`src/hdl/trd_pkg.sv`:
```
// Shared constants, types and helper functions for the triangle raster and depth test block.
// Used by trd_unit and by the top level triangle_raster_depth_test.
package trd_pkg;

   localparam int SCREEN_WIDTH  = 512;
   localparam int SCREEN_HEIGHT = 512;
   localparam int DEPTH_WORDS   = SCREEN_WIDTH * SCREEN_HEIGHT;
   localparam int DEPTH_AW      = $clog2(DEPTH_WORDS);

   localparam logic [23:0] FAR_DEPTH  = 24'hFFFFFF;
   localparam logic [7:0]  HALF_PIXEL = 8'h80;

   // Width of the shared accumulator and of one multiplier operand.
   localparam int WIDE      = 52;
   localparam int OPW       = 26;
   localparam int MUL_STEPS = 26;
   localparam int DIV_STEPS = 24;
   localparam int CNT_W     = 5;

   typedef struct packed {
      logic            go;
      logic            is_div;
      logic [WIDE-1:0] acc_init;
      logic [WIDE-1:0] addend;
      logic [OPW-1:0]  mult;
   } trd_cmd_type;

   typedef struct packed {
      logic busy;
      logic done;
   } trd_stat_type;

   // Clamps a signed pixel coordinate to 0..size-1 and keeps the 9 bits of the box field.
   function automatic logic [8:0] clamp_pix(input logic signed [17:0] v, input int size);
      logic [8:0] r;
      if (v < 0) begin
         r = '0;
      end else if (int'(v) > size - 1) begin
         r = 9'(size - 1);
      end else begin
         r = v[8:0];
      end
      return r;
   endfunction

endpackage

```
`src/hdl/trd_unit.sv`:
```
// Shared iterative arithmetic unit: shift-add multiplier and restoring fraction divider
// built around one wide adder. Depends on trd_pkg.
module trd_unit import trd_pkg::*; (
   input  logic                 clock,
   input  logic                 reset,
   input  trd_cmd_type          cmd,
   output trd_stat_type         stat,
   output logic [WIDE-1:0]      product,
   output logic [DIV_STEPS-1:0] quotient
);

   logic [WIDE-1:0]  acc_ff, acc_in;
   logic [WIDE-1:0]  addend_ff, addend_in;
   logic [OPW-1:0]   mult_ff, mult_in;
   logic [CNT_W-1:0] cnt_ff, cnt_in;
   logic             busy_ff, busy_in;
   logic             done_ff, done_in;
   logic             div_ff, div_in;

   logic [WIDE-1:0]  lhs, rhs;
   logic [WIDE:0]    sum;
   logic             keep;

   // In divide mode the adder subtracts the divisor from the doubled remainder.
   always_comb begin
      lhs  = div_ff ? {acc_ff[WIDE-2:0], 1'b0} : acc_ff;
      rhs  = div_ff ? ~addend_ff : (mult_ff[0] ? addend_ff : '0);
      sum  = {1'b0, lhs} + {1'b0, rhs} + (WIDE+1)'(div_ff);
      keep = div_ff && !sum[WIDE];
   end

   always_comb begin
      acc_in    = acc_ff;
      addend_in = addend_ff;
      mult_in   = mult_ff;
      cnt_in    = cnt_ff;
      busy_in   = busy_ff;
      div_in    = div_ff;
      done_in   = 1'b0;
      if (cmd.go) begin
         acc_in    = cmd.acc_init;
         addend_in = cmd.addend;
         mult_in   = cmd.mult;
         div_in    = cmd.is_div;
         cnt_in    = cmd.is_div ? CNT_W'(DIV_STEPS) : CNT_W'(MUL_STEPS);
         busy_in   = 1'b1;
      end else if (busy_ff) begin
         acc_in = keep ? lhs : sum[WIDE-1:0];
         if (div_ff) begin
            mult_in = {mult_ff[OPW-2:0], !keep};
         end else begin
            mult_in   = {1'b0, mult_ff[OPW-1:1]};
            addend_in = {addend_ff[WIDE-2:0], 1'b0};
         end
         cnt_in = cnt_ff - CNT_W'(1);
         if (cnt_ff == CNT_W'(1)) begin
            busy_in = 1'b0;
            done_in = 1'b1;
         end
      end
   end

   always_ff @(posedge clock) begin
      acc_ff    <= acc_in;
      addend_ff <= addend_in;
      mult_ff   <= mult_in;
      cnt_ff    <= cnt_in;
      div_ff    <= div_in;
      if (reset) begin
         busy_ff <= 1'b0;
         done_ff <= 1'b0;
      end else begin
         busy_ff <= busy_in;
         done_ff <= done_in;
      end
   end

   assign stat.busy = busy_ff;
   assign stat.done = done_ff;
   assign product   = acc_ff;
   assign quotient  = mult_ff[DIV_STEPS-1:0];

endmodule

```
`config.mk`:
```
export PLATFORM = sky130hd
export DESIGN_NAME = trd_unit
export DESIGN_NICKNAME = d
export VERILOG_FILES = /design/src/hdl/trd_pkg.sv /design/src/hdl/trd_unit.sv
export SDC_FILE = /design/constraint.sdc
export NUM_CORES = 1
export LEC_CHECK = 0
export BUFFER_PORTS_ARGS = -buffer_cell sky130_fd_sc_hd__buf_2
export CORE_MARGIN = 8
export CORE_UTILIZATION = 62
export DETAILED_ROUTE_END_ITERATION = 12
export GPL_TIMING_DRIVEN = 1
export PLACE_DENSITY = 0.84
export SLEW_MARGIN = 25
export SYNTH_ARGS = -nofsm -noshare
export SYNTH_HDL_FRONTEND = slang
export SYNTH_SLANG_ARGS = --single-unit
```
`constraint.sdc`:
```
create_clock -name clock -period 8.15 [get_ports clock]
set_input_delay 1.2225 -clock clock [delete_from_list [all_inputs] [get_ports clock]]
set_output_delay 1.2225 -clock clock [all_outputs]
set_load 0.02 [all_outputs]
```
==> impl_metrics.json <==
{
  "die_area_sq_um": 22800,
  "max_freq_ghz": 0.172,
  "post_dp_cell_area_sq_um": 12200,
  "layout_commonest_cell": "buf_2",
  "slew_viol_final": 0,
  "async_flop_share_pct": 0,
  "avgSynthCellArea_sq_um": 9.39,
  "initial_core_util_pct": 63.0,
  "skew_ns": 0.00857,
  "wl_per_cell_um": 19.9,
  "fp.dieH_um": 151,
  "relSlewSlack_pct": 37.7,
  "arrival_ns": 6.00,
  "layout.cells.non_filler": 1587,
  "io_pins": 212,
  "synth-seq-area-share_pct": 36.6,
  "syn_to_final_growth_pct": 13.5,
  "most-common-layout-cells": "buf_2 (210), nand2_1 (172), edfxtp_1 (136)",
  "drtPass1Iterations": 6,
  "design_area_sq_um": 12800,
  "finalWorstSetupSlack_ns": 2.34,
  "grt_max_degree": 72,
  "synthesis.nets": 1387,
  "worst_slew_pin_slew_ns": 0.935,
  "ctsHtreeMaxLevel": 4,
  "power_leakage_nw": 5.45,
  "cts_resized": 0,
  "multi_input_area_sq_um": 6570,
  "synth_top_area_cell": "edfxtp_1",
  "setup-violations-final": 0,
  "rsz0062_at_grt": "no",
  "cap_violations": 0,
  "hold_slack_ns": 0.526,
  "post-route-period-util_pct": 71.3,
  "cts_root_buf": "clkbuf_16",
  "crit_end": "product[31]$_DFFE_PP_",
  "cp-startpoint": "div_ff$_DFFE_PP_",
  "overflow": 0,
  "rrSetupSlack_ns": 2.34,
  "worstPathRequired_ns": 8.34,
  "clkSinkCount": 138,
  "drtIter0Drc": 1095,
  "worstReg2RegEnd": "product[31]$_DFFE_PP_",
  "synth_seq_cells": 138,
  "synth_top_area_share_pct": 36.2,
  "ant_nets": 0,
  "drc": 0,
  "period_needed_ns": 5.81,
  "cts_buffers": 17,
  "post-cts-setup-buffer-count": 0,
  "grt_use_total_pct": 27.4,
  "layout.nets": 1531,
  "cts-hold-fix-buffers": 0,
  "critical_path.endpoint_type": "flip-flop",
  "ys_warn_count": 0,
  "clkTransAtPathRegs_ns": 0.06,
  "final_core_util_pct": 71.5,
  "cts_tree": "done",
  "yosys-top-cells-area": "edfxtp_1 (36%), mux2_2 (9.7%), nand2_1 (5.7%)",
  "ir_drop_v": 0.000186,
  "cp-start-kind": "flip-flop",
  "synth_edf_count": 136,
  "grt_pass1_vias": 9774,
  "syn_inst": 1201,
  "diodes": 0,
  "dp_cells": 1555,
  "r2r_cells": 17,
  "place_ws_ns": 2.52,
  "hp-class": "flip-flop to flip-flop",
  "status": "completed",
  "final_hold_viol_count": 0,
  "clock_latency_ns": 0.43,
  "synthesis.area_sq_um": 11300,
  "fill_cells": 1373,
  "critPathMaxFanout": 61,
  "clock_path_buffers": 2,
  "crit_type": "flip-flop to flip-flop",
  "yosysUniqueCellTypes": 82,
  "place.gp.congestion": 0.954,
  "wirelength_mm": 31.5,
  "num_rows": 49,
  "r2r-start": "div_ff$_DFFE_PP_",
  "total_power_mw": 3.54,
  "dp_hpwl_mm": 22.4,
  "yosys_most_used_dff": "edfxtp_1",
  "grt_pass1_wl_mm": 50.2,
  "viasPerCell": 6.37,
  "seq_area_sq_um": 4120,
  "antenna_found_initial": 0,
  "power.density_nw_per_um2": 276,
  "die_x_um": 151,
  "final.setup.tns_ns": 0,
  "portBuffers": 211,
  "coreArea_sq_um": 17900,
  "drive_above_1_share_pct": 27.7,
  "route.vias.total": 10105
}
## critical path, cell delays in order, from the launching register on
cell and delay [ns]:
edfxtp_1 0.42, buf_4 0.66, nor2b_1 0.15, ha_1 0.27
nand2b_1 0.16, fa_1 0.41, a21o_1 0.20, a221oi_1 0.54
o31ai_1 0.28, a22oi_1 0.27, or3_1 0.21, a21oi_2 0.08
o31ai_2 0.27, buf_4 0.25, and2_2 0.77, buf_4 0.32
o211ai_1 0.12, o21a_1 0.16
## per-layer routing
layer  routed length [um]  track usage, %
met1                13200            36.7
met2                14500            43.8
met3                 3160            5.20
met4                  692            9.20
met5                    0               0
## synthesized netlist by cell type (4+ instances only)
cell       count
a211oi_1       8
a21boi_0       5
a21o_1        30
a21oi_1       73
a221o_1        7
a221oi_1       5
a2bb2oi_1      8
a31oi_1       27
and2_1         5
and3_1        15
and4_1         7
buf_1         10
buf_2          8
buf_4         34
clkbuf_1      44
edfxtp_1     136
ha_1          51
inv_1         18
mux2_2        97
mux2i_1       39
nand2_1      172
nand2b_1      15
nand3_1       14
nand4_1        5
nor2_1        58
nor2b_1       16
nor3_1        12
o2111ai_1      5
o211a_1        4
o211ai_1       4
o21a_1         8
o21ai_0      101
o21ai_1       17
o21bai_1      10
o31ai_1        6
or2_2          4
or3_1          7
xnor2_1       39
xor2_1        14
## final cells by class
cell class	instances	area share, %
Tap cell	229	2.24
Multi-Input combinational cell	945	51.3
Sequential cell	138	32.2
Clock inverter	14	1.34
Clock buffer	18	3.35
Inverter	19	0.557
Timing Repair Buffer	224	9.03
## flip-flops by register name, indices dropped and copies added, names as in the netlist, named ones only
register / cells
mult_ff: 26
addend_ff: 52
cnt_ff: 5
busy_ff: 1
done_ff: 1
div_ff: 1
product: 51
## worst min-delay path by stage
stage	endpoint	startpoint	slack, ns	cells after the start
6_report	done_ff$_SDFF_PP0_	busy_ff$_SDFF_PP0_	0.53	1
5_1_grt	done_ff$_SDFF_PP0_	busy_ff$_SDFF_PP0_	0.55	1
4_1_cts	done_ff$_SDFF_PP0_	busy_ff$_SDFF_PP0_	0.53	1
3_5_place_dp	done_ff$_SDFF_PP0_	busy_ff$_SDFF_PP0_	0.53	1
3_3_place_gp	done_ff$_SDFF_PP0_	busy_ff$_SDFF_PP0_	0.51	1
2_1_floorplan	done_ff$_SDFF_PP0_	busy_ff$_SDFF_PP0_	0.48	1
## where the power goes
part / switching [mW] / internal (mW) / total, mW
combinational: 0.984 / 0.678 / 1.66
sequential: 0.127 / 0.936 / 1.06
clock: 0.328 / 0.483 / 0.812
## cell families (layout without fill, tap and decap cells)
kind of cell | after synthesis | count (layout) | synth area share (%)
buffers and inverters | 118 | 275 | 5.35
XOR/XNOR | 53 | 53 | 4.12
AND/OR/NAND/NOR | 358 | 358 | 15.4
flip-flops | 138 | 138 | 36.6
AO/OA/AOI/OAI | 345 | 345 | 19.5
adder cells (fa/ha/maj) | 53 | 53 | 5.92
multiplexers | 136 | 136 | 13.1
Power figures use the tool's default switching activity.
